$ cat src/rtl/ttb_pkg.sv
// ----------------------------------------------------------------------------
// ttb_pkg
// widths, constants and shared types of the triangle tangent basis core
// ----------------------------------------------------------------------------
package ttb_pkg;

  localparam int PosW      = 24;             // position, signed Q16.8
  localparam int TexW      = 16;             // texture coordinate, signed Q4.12
  localparam int IdxW      = 16;             // vertex index
  localparam int DpW       = PosW + 1;       // position delta
  localparam int DtW       = TexW + 1;       // texture coordinate delta
  localparam int ProdW     = DpW + DtW;      // one product
  localparam int NumW      = ProdW + 1;      // difference of two products
  localparam int DetW      = 2 * DtW + 1;    // uv determinant
  localparam int OutW      = 32;             // result, signed Q16.16
  localparam int QuotShift = 20;             // numerator scale before division
  localparam int DvdW      = 64;             // scaled dividend
  localparam int QuoW      = OutW + 1;       // quotient bits worked out
  localparam int CntW      = $clog2(QuoW);
  localparam int NumRes    = 6;              // tangent and bitangent components
  localparam int OpW       = 3;

  localparam logic [OutW-1:0] OutMax = 32'h7FFF_FFFF;
  localparam logic [OutW-1:0] OutMin = 32'h8000_0000;

  typedef struct packed {
    logic                   start;
    logic signed [NumW-1:0] num;
    logic signed [DetW-1:0] den;
  } div_req_t;

  typedef struct packed {
    logic            done;
    logic [OutW-1:0] quot;
  } div_rsp_t;

endpackage

$ cat src/rtl/ttb_mul.sv
// ----------------------------------------------------------------------------
// ttb_mul
// shared signed multiplier, delta times delta, product registered
// ----------------------------------------------------------------------------
module ttb_mul (
  input  logic                           clk_i,
  input  logic signed [ttb_pkg::DpW-1:0] a_i,
  input  logic signed [ttb_pkg::DtW-1:0] b_i,
  output logic signed [ttb_pkg::ProdW-1:0] p_o
);

  logic signed [ttb_pkg::ProdW-1:0] p_q;

  always_ff @(posedge clk_i) begin
    p_q <= ttb_pkg::ProdW'(a_i) * ttb_pkg::ProdW'(b_i);
  end

  assign p_o = p_q;

endmodule

$ cat src/rtl/ttb_div.sv
// ----------------------------------------------------------------------------
// ttb_div
// restoring divider, one quotient bit per cycle, rounded and saturated
// ----------------------------------------------------------------------------
module ttb_div (
  input  logic              clk_i,
  input  logic              rst_ni,
  input  ttb_pkg::div_req_t req_i,
  output ttb_pkg::div_rsp_t rsp_o
);

  localparam logic [2:0] DIdle = 3'd0;
  localparam logic [2:0] DPrep = 3'd1;
  localparam logic [2:0] DLoad = 3'd2;
  localparam logic [2:0] DRun  = 3'd3;
  localparam logic [2:0] DFin  = 3'd4;

  logic [2:0]                  state_q, state_d;
  logic                        neg_q;
  logic [ttb_pkg::NumW-1:0]    un_q;
  logic [ttb_pkg::DetW-1:0]    ud_q;
  logic [ttb_pkg::DvdW-1:0]    dvd_q;
  logic                        ovf_q;
  logic [ttb_pkg::DetW-1:0]    rem_q;
  logic [ttb_pkg::QuoW-1:0]    quo_q;
  logic [ttb_pkg::CntW-1:0]    cnt_q;

  logic [ttb_pkg::DetW:0]      trial;
  logic [ttb_pkg::DetW:0]      diff;
  logic                        fits;
  logic                        pos_big;
  logic                        neg_big;
  logic [ttb_pkg::OutW-1:0]    quot;

  assign trial = {rem_q, quo_q[ttb_pkg::QuoW-1]};
  assign diff  = trial - {1'b0, ud_q};
  assign fits  = trial >= {1'b0, ud_q};

  always_comb begin
    state_d = state_q;
    unique case (state_q)
      DIdle: if (req_i.start) state_d = DPrep;
      DPrep: state_d = DLoad;
      DLoad: state_d = DRun;
      DRun:  if (cnt_q == ttb_pkg::CntW'(ttb_pkg::QuoW - 1)) state_d = DFin;
      DFin:  state_d = DIdle;
      default: state_d = DIdle;
    endcase
  end

  always_ff @(posedge clk_i or negedge rst_ni) begin
    if (!rst_ni) begin
      state_q <= DIdle;
      cnt_q   <= '0;
    end else begin
      state_q <= state_d;
      if (state_q == DLoad) begin
        cnt_q <= '0;
      end else if (state_q == DRun) begin
        cnt_q <= cnt_q + 1'b1;
      end
    end
  end

  always_ff @(posedge clk_i) begin
    unique case (state_q)
      DIdle: begin
        if (req_i.start) begin
          neg_q <= req_i.num[ttb_pkg::NumW-1] ^ req_i.den[ttb_pkg::DetW-1];
          un_q  <= req_i.num[ttb_pkg::NumW-1] ? ttb_pkg::NumW'(-req_i.num)
                                               : ttb_pkg::NumW'(req_i.num);
          ud_q  <= req_i.den[ttb_pkg::DetW-1] ? ttb_pkg::DetW'(-req_i.den)
                                               : ttb_pkg::DetW'(req_i.den);
        end
      end
      DPrep: begin
        // half the divisor added in for round to nearest, ties away from zero
        dvd_q <= (ttb_pkg::DvdW'(un_q) << ttb_pkg::QuotShift)
                 + ttb_pkg::DvdW'(ud_q >> 1);
      end
      DLoad: begin
        // quotient would need more than QuoW bits
        ovf_q <= ttb_pkg::DetW'(dvd_q[ttb_pkg::DvdW-1:ttb_pkg::QuoW]) >= ud_q;
        rem_q <= ttb_pkg::DetW'(dvd_q[ttb_pkg::DvdW-1:ttb_pkg::QuoW]);
        quo_q <= dvd_q[ttb_pkg::QuoW-1:0];
      end
      DRun: begin
        if (fits) begin
          rem_q <= ttb_pkg::DetW'(diff);
        end else begin
          rem_q <= ttb_pkg::DetW'(trial);
        end
        quo_q <= {quo_q[ttb_pkg::QuoW-2:0], fits};
      end
      default: begin
      end
    endcase
  end

  assign pos_big = ovf_q | quo_q[ttb_pkg::QuoW-1] | quo_q[ttb_pkg::OutW-1];
  assign neg_big = ovf_q | quo_q[ttb_pkg::QuoW-1]
                 | (quo_q[ttb_pkg::OutW-1] & (|quo_q[ttb_pkg::OutW-2:0]));

  always_comb begin
    if (neg_q) begin
      quot = neg_big ? ttb_pkg::OutMin : ttb_pkg::OutW'(0) - quo_q[ttb_pkg::OutW-1:0];
    end else begin
      quot = pos_big ? ttb_pkg::OutMax : quo_q[ttb_pkg::OutW-1:0];
    end
  end

  assign rsp_o.done = (state_q == DFin);
  assign rsp_o.quot = quot;

endmodule

$ cat src/rtl/triangle_tangent_basis_core.sv
// ----------------------------------------------------------------------------
// triangle_tangent_basis_core
// Takes triangle corners three at a time and returns the tangent and
// bitangent of each triangle in signed Q16.16 with saturation, plus the three
// vertex indices. The first and second corners are only stored. The third
// corner starts a run: one shared 25x17 multiplier forms the uv determinant
// and six numerators, each through states StMul1, StMul2 and StSub, and one
// restoring divider, one bit per cycle, turns each numerator into a rounded
// quotient. A zero uv determinant skips the divider and forces zero vectors.
// The input is not ready during that run. A finished result sits in the output
// register until taken, while the next triangle's corners come in.
// ----------------------------------------------------------------------------
module triangle_tangent_basis_core (
  input  logic                              clk_i,
  input  logic                              rst_ni,
  input  logic                              in_valid_i,
  output logic                              in_ready_o,
  input  logic signed [ttb_pkg::PosW-1:0]   pos_x_i,
  input  logic signed [ttb_pkg::PosW-1:0]   pos_y_i,
  input  logic signed [ttb_pkg::PosW-1:0]   pos_z_i,
  input  logic signed [ttb_pkg::TexW-1:0]   tex_s_i,
  input  logic signed [ttb_pkg::TexW-1:0]   tex_t_i,
  input  logic        [ttb_pkg::IdxW-1:0]   vertex_index_i,
  input  logic                              end_of_mesh_i,
  output logic                              out_valid_o,
  input  logic                              out_ready_i,
  output logic signed [ttb_pkg::OutW-1:0]   tangent_x_o,
  output logic signed [ttb_pkg::OutW-1:0]   tangent_y_o,
  output logic signed [ttb_pkg::OutW-1:0]   tangent_z_o,
  output logic signed [ttb_pkg::OutW-1:0]   bitangent_x_o,
  output logic signed [ttb_pkg::OutW-1:0]   bitangent_y_o,
  output logic signed [ttb_pkg::OutW-1:0]   bitangent_z_o,
  output logic                              degenerate_o,
  output logic        [ttb_pkg::IdxW-1:0]   index_first_o,
  output logic        [ttb_pkg::IdxW-1:0]   index_second_o,
  output logic        [ttb_pkg::IdxW-1:0]   index_third_o,
  output logic                              last_triangle_o
);

  localparam logic [2:0] StIdle = 3'd0;
  localparam logic [2:0] StMul1 = 3'd1;
  localparam logic [2:0] StMul2 = 3'd2;
  localparam logic [2:0] StSub  = 3'd3;
  localparam logic [2:0] StDiv  = 3'd4;
  localparam logic [2:0] StOut  = 3'd5;

  localparam logic [ttb_pkg::OpW-1:0] OpDet  = 3'd0;
  localparam logic [ttb_pkg::OpW-1:0] OpTanX = 3'd1;
  localparam logic [ttb_pkg::OpW-1:0] OpTanY = 3'd2;
  localparam logic [ttb_pkg::OpW-1:0] OpTanZ = 3'd3;
  localparam logic [ttb_pkg::OpW-1:0] OpBitX = 3'd4;
  localparam logic [ttb_pkg::OpW-1:0] OpBitY = 3'd5;
  localparam logic [ttb_pkg::OpW-1:0] OpBitZ = 3'd6;

  localparam logic [1:0] AxisX = 2'd0;
  localparam logic [1:0] AxisY = 2'd1;
  localparam logic [1:0] AxisZ = 2'd2;

  localparam logic [1:0] LastCorner = 2'd2;

  logic [2:0]                        state_q, state_d;
  logic [1:0]                        corner_cnt_q;
  logic [ttb_pkg::OpW-1:0]           op_q, op_d;
  logic                              out_valid_q;

  logic signed [ttb_pkg::PosW-1:0]   held_x_q [2];
  logic signed [ttb_pkg::PosW-1:0]   held_y_q [2];
  logic signed [ttb_pkg::PosW-1:0]   held_z_q [2];
  logic signed [ttb_pkg::TexW-1:0]   held_s_q [2];
  logic signed [ttb_pkg::TexW-1:0]   held_t_q [2];
  logic        [ttb_pkg::IdxW-1:0]   held_idx_q [2];

  logic signed [ttb_pkg::DtW-1:0]    du1_q, dv1_q, du2_q, dv2_q;
  logic signed [ttb_pkg::DpW-1:0]    dp1_q [3];
  logic signed [ttb_pkg::DpW-1:0]    dp2_q [3];
  logic        [ttb_pkg::IdxW-1:0]   idx3_q;
  logic                              last_q;

  logic signed [ttb_pkg::NumW-1:0]   acc_q;
  logic signed [ttb_pkg::DetW-1:0]   det_q;
  logic                              degen_q;
  logic        [ttb_pkg::OutW-1:0]   res_q [ttb_pkg::NumRes];

  logic signed [ttb_pkg::OutW-1:0]   tx_q, ty_q, tz_q, bx_q, by_q, bz_q;
  logic                              degen_out_q;
  logic        [ttb_pkg::IdxW-1:0]   idx0_out_q, idx1_out_q, idx2_out_q;
  logic                              last_out_q;

  logic                              in_fire;
  logic                              slot;
  logic                              first;
  logic [1:0]                        axis;
  logic signed [ttb_pkg::DpW-1:0]    mul_a;
  logic signed [ttb_pkg::DtW-1:0]    mul_b;
  logic signed [ttb_pkg::ProdW-1:0]  prod;
  logic signed [ttb_pkg::NumW-1:0]   num;
  logic [ttb_pkg::OpW-1:0]           res_slot;
  logic                              advance;
  logic                              out_load;
  ttb_pkg::div_req_t                 div_req;
  ttb_pkg::div_rsp_t                 div_rsp;

  assign in_fire  = in_valid_i && (state_q == StIdle);
  assign slot     = corner_cnt_q[0];
  assign first    = (state_q == StMul1);
  assign num      = acc_q - ttb_pkg::NumW'(prod);
  assign res_slot = op_q - 1'b1;
  assign out_load = (state_q == StOut) && (!out_valid_q || out_ready_i);
  assign advance  = ((state_q == StSub) && ((op_q == OpDet) || degen_q))
                 || ((state_q == StDiv) && div_rsp.done);

  // operand pairs: det = du1*dv2 - dv1*du2, t = d1*dv2 - d2*dv1, b = d2*du1 - d1*du2
  always_comb begin
    unique case (op_q) inside
      OpTanX, OpBitX: axis = AxisX;
      OpTanY, OpBitY: axis = AxisY;
      OpTanZ, OpBitZ: axis = AxisZ;
      default:        axis = AxisX;
    endcase
  end

  always_comb begin
    unique case (op_q) inside
      OpDet: begin
        mul_a = first ? ttb_pkg::DpW'(du1_q) : ttb_pkg::DpW'(dv1_q);
        mul_b = first ? dv2_q : du2_q;
      end
      OpTanX, OpTanY, OpTanZ: begin
        mul_a = first ? dp1_q[axis] : dp2_q[axis];
        mul_b = first ? dv2_q : dv1_q;
      end
      OpBitX, OpBitY, OpBitZ: begin
        mul_a = first ? dp2_q[axis] : dp1_q[axis];
        mul_b = first ? du1_q : du2_q;
      end
      default: begin
        mul_a = '0;
        mul_b = '0;
      end
    endcase
  end

  ttb_mul u_mul (
    .clk_i (clk_i),
    .a_i   (mul_a),
    .b_i   (mul_b),
    .p_o   (prod)
  );

  assign div_req.start = (state_q == StSub) && (op_q != OpDet) && !degen_q;
  assign div_req.num   = num;
  assign div_req.den   = det_q;

  ttb_div u_div (
    .clk_i  (clk_i),
    .rst_ni (rst_ni),
    .req_i  (div_req),
    .rsp_o  (div_rsp)
  );

  always_comb begin
    state_d = state_q;
    op_d    = op_q;
    if (advance) begin
      op_d = op_q + 1'b1;
    end
    unique case (state_q)
      StIdle: begin
        if (in_fire && (corner_cnt_q == LastCorner)) begin
          state_d = StMul1;
          op_d    = OpDet;
        end
      end
      StMul1: state_d = StMul2;
      StMul2: state_d = StSub;
      StSub: begin
        if (op_q == OpDet) begin
          state_d = StMul1;
        end else if (degen_q) begin
          state_d = (op_q == OpBitZ) ? StOut : StMul1;
        end else begin
          state_d = StDiv;
        end
      end
      StDiv: begin
        if (div_rsp.done) begin
          state_d = (op_q == OpBitZ) ? StOut : StMul1;
        end
      end
      StOut: if (out_load) state_d = StIdle;
      default: state_d = StIdle;
    endcase
  end

  always_ff @(posedge clk_i or negedge rst_ni) begin
    if (!rst_ni) begin
      state_q      <= StIdle;
      op_q         <= OpDet;
      corner_cnt_q <= '0;
      out_valid_q  <= 1'b0;
    end else begin
      state_q <= state_d;
      op_q    <= op_d;
      if (in_fire) begin
        corner_cnt_q <= (corner_cnt_q == LastCorner) ? 2'd0 : corner_cnt_q + 1'b1;
      end
      if (out_load) begin
        out_valid_q <= 1'b1;
      end else if (out_ready_i) begin
        out_valid_q <= 1'b0;
      end
    end
  end

  always_ff @(posedge clk_i) begin
    if (in_fire) begin
      if (corner_cnt_q != LastCorner) begin
        held_x_q[slot]   <= pos_x_i;
        held_y_q[slot]   <= pos_y_i;
        held_z_q[slot]   <= pos_z_i;
        held_s_q[slot]   <= tex_s_i;
        held_t_q[slot]   <= tex_t_i;
        held_idx_q[slot] <= vertex_index_i;
      end else begin
        du1_q    <= ttb_pkg::DtW'(held_s_q[1]) - ttb_pkg::DtW'(held_s_q[0]);
        dv1_q    <= ttb_pkg::DtW'(held_t_q[1]) - ttb_pkg::DtW'(held_t_q[0]);
        du2_q    <= ttb_pkg::DtW'(tex_s_i) - ttb_pkg::DtW'(held_s_q[0]);
        dv2_q    <= ttb_pkg::DtW'(tex_t_i) - ttb_pkg::DtW'(held_t_q[0]);
        dp1_q[0] <= ttb_pkg::DpW'(held_x_q[1]) - ttb_pkg::DpW'(held_x_q[0]);
        dp1_q[1] <= ttb_pkg::DpW'(held_y_q[1]) - ttb_pkg::DpW'(held_y_q[0]);
        dp1_q[2] <= ttb_pkg::DpW'(held_z_q[1]) - ttb_pkg::DpW'(held_z_q[0]);
        dp2_q[0] <= ttb_pkg::DpW'(pos_x_i) - ttb_pkg::DpW'(held_x_q[0]);
        dp2_q[1] <= ttb_pkg::DpW'(pos_y_i) - ttb_pkg::DpW'(held_y_q[0]);
        dp2_q[2] <= ttb_pkg::DpW'(pos_z_i) - ttb_pkg::DpW'(held_z_q[0]);
        idx3_q   <= vertex_index_i;
        last_q   <= end_of_mesh_i;
      end
    end

    if (state_q == StMul2) begin
      acc_q <= ttb_pkg::NumW'(prod);
    end

    if ((state_q == StSub) && (op_q == OpDet)) begin
      det_q   <= ttb_pkg::DetW'(num);
      degen_q <= (num == '0);
    end

    // zero determinant: vectors forced to zero, divider skipped
    if ((state_q == StSub) && (op_q != OpDet) && degen_q) begin
      res_q[res_slot] <= '0;
    end else if ((state_q == StDiv) && div_rsp.done) begin
      res_q[res_slot] <= div_rsp.quot;
    end

    if (out_load) begin
      tx_q        <= res_q[0];
      ty_q        <= res_q[1];
      tz_q        <= res_q[2];
      bx_q        <= res_q[3];
      by_q        <= res_q[4];
      bz_q        <= res_q[5];
      degen_out_q <= degen_q;
      idx0_out_q  <= held_idx_q[0];
      idx1_out_q  <= held_idx_q[1];
      idx2_out_q  <= idx3_q;
      last_out_q  <= last_q;
    end
  end

  assign in_ready_o      = (state_q == StIdle);
  assign out_valid_o     = out_valid_q;
  assign tangent_x_o     = tx_q;
  assign tangent_y_o     = ty_q;
  assign tangent_z_o     = tz_q;
  assign bitangent_x_o   = bx_q;
  assign bitangent_y_o   = by_q;
  assign bitangent_z_o   = bz_q;
  assign degenerate_o    = degen_out_q;
  assign index_first_o   = idx0_out_q;
  assign index_second_o  = idx1_out_q;
  assign index_third_o   = idx2_out_q;
  assign last_triangle_o = last_out_q;

endmodule

$ cat config.mk
export PLATFORM = sky130hd
export DESIGN_NAME = triangle_tangent_basis_core
export DESIGN_NICKNAME = d
export VERILOG_FILES = /design/src/rtl/ttb_pkg.sv /design/src/rtl/ttb_mul.sv /design/src/rtl/ttb_div.sv /design/src/rtl/triangle_tangent_basis_core.sv
export SDC_FILE = /design/constraint.sdc
export NUM_CORES = 2
export LEC_CHECK = 0
export BUFFER_PORTS_ARGS = -buffer_cell sky130_fd_sc_hd__buf_4
export CORE_UTILIZATION = 25
export DETAILED_ROUTE_END_ITERATION = 10
export PLACE_DENSITY_LB_ADDON = 0.2
export SKIP_CTS_REPAIR_TIMING = 1
export SYNTH_ARGS = -nofsm -noshare
export SYNTH_HDL_FRONTEND = slang
export SYNTH_SLANG_ARGS = --single-unit
$ cat constraint.sdc
create_clock -name clk_i -period 59.6 [get_ports clk_i]
set_clock_uncertainty 0.05 [all_clocks]
set_input_delay 0 -clock clk_i [delete_from_list [all_inputs] [get_ports clk_i]]
set_output_delay 0 -clock clk_i [all_outputs]
set_load 0.005 [all_outputs]
---- After elaboration in Yosys (flattened, before gate mapping) ----
Memory sizes are Yosys's and may differ from the RTL's. A register that Yosys moved wholly into a read port is not among the register bits.
Index checks and enable logic that the tools add are counted.
word-level totals
  bits in registers ....................... 453
  RAM bits ................................ 582
  output and inout bits ................... 244
  word-level logic and storage cells ...... 167
  memories ................................ 9
memory list
  memory           depth  bits a word  read ports  clocked after Yosys merged registers in  write ports  line                               source
  res_q            6      32           6           6                                        1            triangle_tangent_basis_core.sv:82  logic [ttb_pkg::OutW-1:0] res_q [ttb_pkg::NumRes];
  dp1_q            3      25           1           0                                        3            triangle_tangent_basis_core.sv:74  logic signed [ttb_pkg::DpW-1:0] dp1_q [3];
  dp2_q            3      25           1           0                                        3            triangle_tangent_basis_core.sv:75  logic signed [ttb_pkg::DpW-1:0] dp2_q [3];
  held_x_q         2      24           2           0                                        1            triangle_tangent_basis_core.sv:66  logic signed [ttb_pkg::PosW-1:0] held_x_q [2];
  held_y_q         2      24           2           0                                        1            triangle_tangent_basis_core.sv:67  logic signed [ttb_pkg::PosW-1:0] held_y_q [2];
  held_z_q         2      24           2           0                                        1            triangle_tangent_basis_core.sv:68  logic signed [ttb_pkg::PosW-1:0] held_z_q [2];
  3 more memories  -      -            -           -                                        -            -
cells by class
  add/subtract/negate cells ............... 20
  $mul .................................... 1
  $lt $le $gt $ge ......................... 2
  eq/ne operators ......................... 23
  muxes and demuxes ....................... 47
  bitwise logic cells ..................... 7
  reduce and logical (&&, ||, !) cells .... 30
operators with widths
  cell                                                                 number
  24-bit by 24-bit subtractor with 25-bit output                       6
  32-bit two-way mux                                                   4
  25-bit two-way mux                                                   3
  25-bit one-hot mux with 3 select lines                               1
  35-bit one-hot mux with 2 select lines                               1
  16-bit by 16-bit subtractor with 17-bit output                       4
  33-bit one-hot mux with 2 select lines                               1
  63-bit by 34-bit adder with 64-bit output                            1
  17-bit two-way mux                                                   3
  17-bit one-hot mux with 3 select lines                               1
  43-bit logical NOT                                                   1
  43-bit negation                                                      1
  42-bit by 42-bit subtractor with 43-bit output                       1
  25-bit by 17-bit multiplier with 42-bit output                       1
  42-bit two-way mux                                                   1
  36-bit by 35-bit greater-or-equal comparator with 1-bit output       1
  31-bit by 35-bit greater-or-equal comparator with 1-bit output       1
  35-bit two-way mux                                                   1
  35-bit negation                                                      1
  35-bit subtractor                                                    1
  34-bit two-way mux                                                   1
  3-bit two-way mux                                                    11
  1-bit by 32-bit subtractor with 32-bit output, first input constant  1
  31-bit OR reduction                                                  1
  other kinds (31)                                                     81

---- Logic depth before layout (Yosys ltp) ----
  depth after elaboration ................. 7
  mapped depth ............................ 37

---- Modules after synthesis ----
From an unflattened synthesis, not the netlist that was laid out.
second synthesis, totals
  cell total of the unflattened synthesis .. 6,190
  area, all modules ....................... 73,967.2 um^2
by module, submodules not included
  module                       times used  cells an instance  area an instance (um^2)  sequential area each (um^2)
  triangle_tangent_basis_core  1           3,103              44,053.5                 29,863.6
  ttb_mul                      1           1,666              15,695.1                 840.8
  ttb_div                      1           1,421              14,218.6                 6,591.3

---- Worst setup path before layout ----
No wires, ideal clock.
  path type ............................... flip-flop to flip-flop
  start point ............................. register state_q[2]
  end point ............................... memory dp1_q[0][0] in the netlist's numbering (enable)
  arrival ................................. 18,111 ps
  data required time ...................... 58,374 ps
  path slack .............................. 40,263 ps
  stages on the path, launching flop included .. 5
  buffers on the path ..................... 1
  cells stage by stage .................... dfrtp_1 -> clkbuf_1 -> nor3_1 -> nand2_1 -> nor3b_1
RTL lines
  element                 line                                source
  from (decl)             triangle_tangent_basis_core.sv:61   logic [2:0] state_q, state_d;
  from (signal assigned)  triangle_tangent_basis_core.sv:197  state_q <= StIdle;
  from (signal assigned)  triangle_tangent_basis_core.sv:202  state_q <= state_d;
  to (decl)               triangle_tangent_basis_core.sv:74

---- Final worst setup path ----
  start point ............................. register op_q[0] in the netlist's numbering
  end point ............................... register u_mul.p_q, in the netlist u_mul.p_o[40]
between the ends
  longest elaborated chain between the ends .. 7
  elaborated cells on any way between the ends .. 19
  classes of those cells .................. mul (1); eq/ne (6); mux (5); reduce/logical (5); memory (2)
ends and longest elaborated chain
  element                                                                                            line                                                                    source
  from (decl)                                                                                        triangle_tangent_basis_core.sv:63                                       logic [ttb_pkg::OpW-1:0] op_q, op_d;
  from (signal assigned)                                                                             triangle_tangent_basis_core.sv:198                                      op_q <= OpDet;
  from (signal assigned)                                                                             triangle_tangent_basis_core.sv:203                                      op_q <= op_d;
  3-bit by 2-bit == test with 1-bit output (no source line) / 3-bit == test (equally long branches)  -
  2-bit OR reduction                                                                                 triangle_tangent_basis_core.sv:114                                      unique case (op_q) inside
  2-bit one-hot mux with 2 select lines                                                              triangle_tangent_basis_core.sv:114
  memory read 3 x 25 bit (on tied branches)                                                          -
  25-bit two-way mux (on tied branches)                                                              triangle_tangent_basis_core.sv:133, triangle_tangent_basis_core.sv:129
  25-bit one-hot mux with 3 select lines                                                             triangle_tangent_basis_core.sv:123                                      unique case (op_q) inside
  25-bit by 17-bit multiplier with 42-bit output *                                                   ttb_mul.sv:15                                                           p_q <= ttb_pkg::ProdW'(a_i) * ttb_pkg::ProdW'(b_i);
  to (signal assigned)                                                                               ttb_mul.sv:15
  to (decl)                                                                                          ttb_mul.sv:12                                                           logic signed [ttb_pkg::ProdW-1:0] p_q;
Mark *: on every way between the ends. The rest lies on a longest branch, timed or not.
A chain may end at the register's enable or synchronous reset.

==> metrics.txt <==
unrepaired setup endpoints after global routing no; drt first pass iters 5; mux contribution to synthesized area 1.19%; final core utilization 30.2%; top cells by area, synth edfxtp_1 (48%), fa_1 (12%), ha_1 (7.4%); Tcrit/Tclk final 17.7%; Max Buffers Root-to-Sink 4; Avg Inst Size Synth 11.6 µm²; top cell type's share of synthesized area 48.5%; Critical Path Source Type flip-flop; vias per cell 4.39; Synthesis Warnings 0; min cycle time layout 10.57 ns; #FFs+latches synth 1,259; status finished, violations left; worst-path fanout max 44; wire per inst 18.0 µm; Slew Limit Headroom 1.39%; root buf cell clkbuf_16; simple-gate share of the synthesized area 10.5%; port buffer count 368; global-route wire length before repair 302 mm; Max Cap Viol 1; Syn Inst Count 6,422; Area Growth Syn to Fin 20.0%; H-tree lvl count 4; initial cell density of the core 25.2%; largest family of logic cells by synthesized area adder cells; Die Ht 547 µm; hold_ws 0.0200 ns; synth cell count leaders edfxtp_1 (1,199), inv_1 (838), nor2_1 (637); fin. max-slew vios 0; Fmax 94.6 MHz; Post-synth EDFFs 1,199; Cell Rows 199; failing checks capacitance limit; crit path kind flip-flop to flip-flop; Worst path slowest cell nor3_1; most common cell in the netlist edfxtp_1; GRT Total Usage 13.0%; Compound-Gate Fraction of Synth Area 9.91%; Synth Area in XOR/XNOR 3.98%; layout cells sized above 1 10.3%; Setup crit end kind flip-flop; via count 48,900; Final Hold Vio Count 0; max incr delay on CP 1.19 ns; Die W 547 µm; vias in the first global route 49,600; Post-DRT Antenna Nets 0; grt total ovfl 0; antenna violations before repair 10; DP HPWL 152 mm; global placer's final weighted congestion 0.868; Skew-Pair Late Insertion Delay 0.84 ns; required time of the critical path 60.26 ns; Setup TNS 0 ns; TritonCTS clock tree built; io pins 369; largest net degree at the start of global routing 157; Reg clk slew, reported paths 0.06 ns; endpoints failing setup 0; routed wire length 201 mm; Post-Synth Adder-Cell Area 19.0%; DRT iter0 DRCs 2,581; die area 299,000 µm²; Netlist cell types 82; Async SR Flop Fraction 1.43%; syn nets 7,419; nets 8,087; total CTS buffers 153; sequential area share after synthesis 50.2%; synthesized cell area 74,200 µm²; Slew @ Worst Pin 1.47 ns; final routed DRC violation total 0; core area 295,000 µm²; biggest area consumer among synthesized cells edfxtp_1; CTS sink count 1,259; CP Data Arrival Time 11.23 ns; ys flop type edfxtp_1; Hold Crit Class input port to flip-flop
==> worst max-delay path, delay by kind of cell, from the launching register on <==
kind	cells	cell delay, ns
simple gates	6	2.48
mux	2	0.82
flops	1	0.45
buf+inv	7	1.10
compound gates	6	1.69
fa+ha+maj	8	3.76
==> final timing paths <==
| path | start | endpoint | cells after the start | slack (ns) |
|---|---|---|---|---|
| worst max register to register | op_q[0]$_DFF_PN0_ | u_mul.p_o[40]$_DFF_P_ | 29 | 49.03 |
| worst min-delay path | tex_t_i[3] | held_t_q[1][3]$_DFFE_PP_ | 2 | 0.02 |
| worst max-delay path | op_q[0]$_DFF_PN0_ | u_mul.p_o[40]$_DFF_P_ | 29 | 49.03 |
| min in group asynchronous | rst_ni | corner_cnt_q[0]$_DFFE_PN0P_ | 4 | 0.26 |
| worst min register to register | res_q[5][0]$_DFFE_PP_ | bitangent_z_o[0]$_DFFE_PP_ | 0 | 0.34 |
| max in group asynchronous | rst_ni | u_div.state_q[2]$_DFFE_PN0P_ | 4 | 59.03 |
==> stage by stage <==
stage                     cells  area, µm²  setup WS, ns
after global placement    10600      82100         48.89
after detailed placement  10600      82100         49.02
final                     11100      89000         49.03
after global routing      11100      89000         48.43
after CTS                 10900      86600         49.00
after floorplan            6422      74200         40.26
==> layer usage <==
layer | wire [µm] | track usage (%) | up-vias
met5 | 37 | 0 | -
met4 | 5810 | 4.04 | 6
met3 | 8450 | 2.10 | 292
met2 | 93100 | 22.0 | 1029
met1 | 93400 | 17.1 | 23800
li1 | - | - | 23700
==> sequential cells by signal (all words and copies together) (netlist names), 42 cells and up <==
signal / cells
held_x_q: 48
dp1_q: 75
u_mul.p_o: 42
acc_q: 42
u_div.un_q: 43
dp2_q: 75
held_z_q: 48
res_q: 192
u_div.dvd_q: 64
held_y_q: 48
==> cells in the final DEF (no fill, tap or decap), types with 84 or more instances in the layout <==
master         count
edfxtp_1        1199
inv_1            837
nor2_1           630
nand2_1          519
ha_1             442
buf_4            440
fa_1             430
a21oi_1          277
xnor2_1          271
dlygate4sd3_1    240
o21ai_0          234
clkbuf_16        154
nor3_1           117
a21o_1            95
nand3_1           90
mux2i_1           84
==> logic make-up after synthesis <==
logic type                 Yosys count
xor gates and xnor gates           337
AOI/OAI and AO/OA                 1122
muxes                               88
and+or+nand+nor                   1734
adders and majority gates          872
DFF                               1259
buffers and inverters             1010
==> layout make-up <==
class	instances	area [µm²]
fillers	30000	206000
clock buffers	189	3990
repair buffers	685	5800
clock inverters	75	541
diodes	8	20.0
multi-input cells	4153	33400
well taps	3919	4900
inverters	838	3150
flip-flops and latches	1259	37300
Power is not shown: default switching activity piles up to over one toggle a cycle in this logic, so the estimate is an artifact.
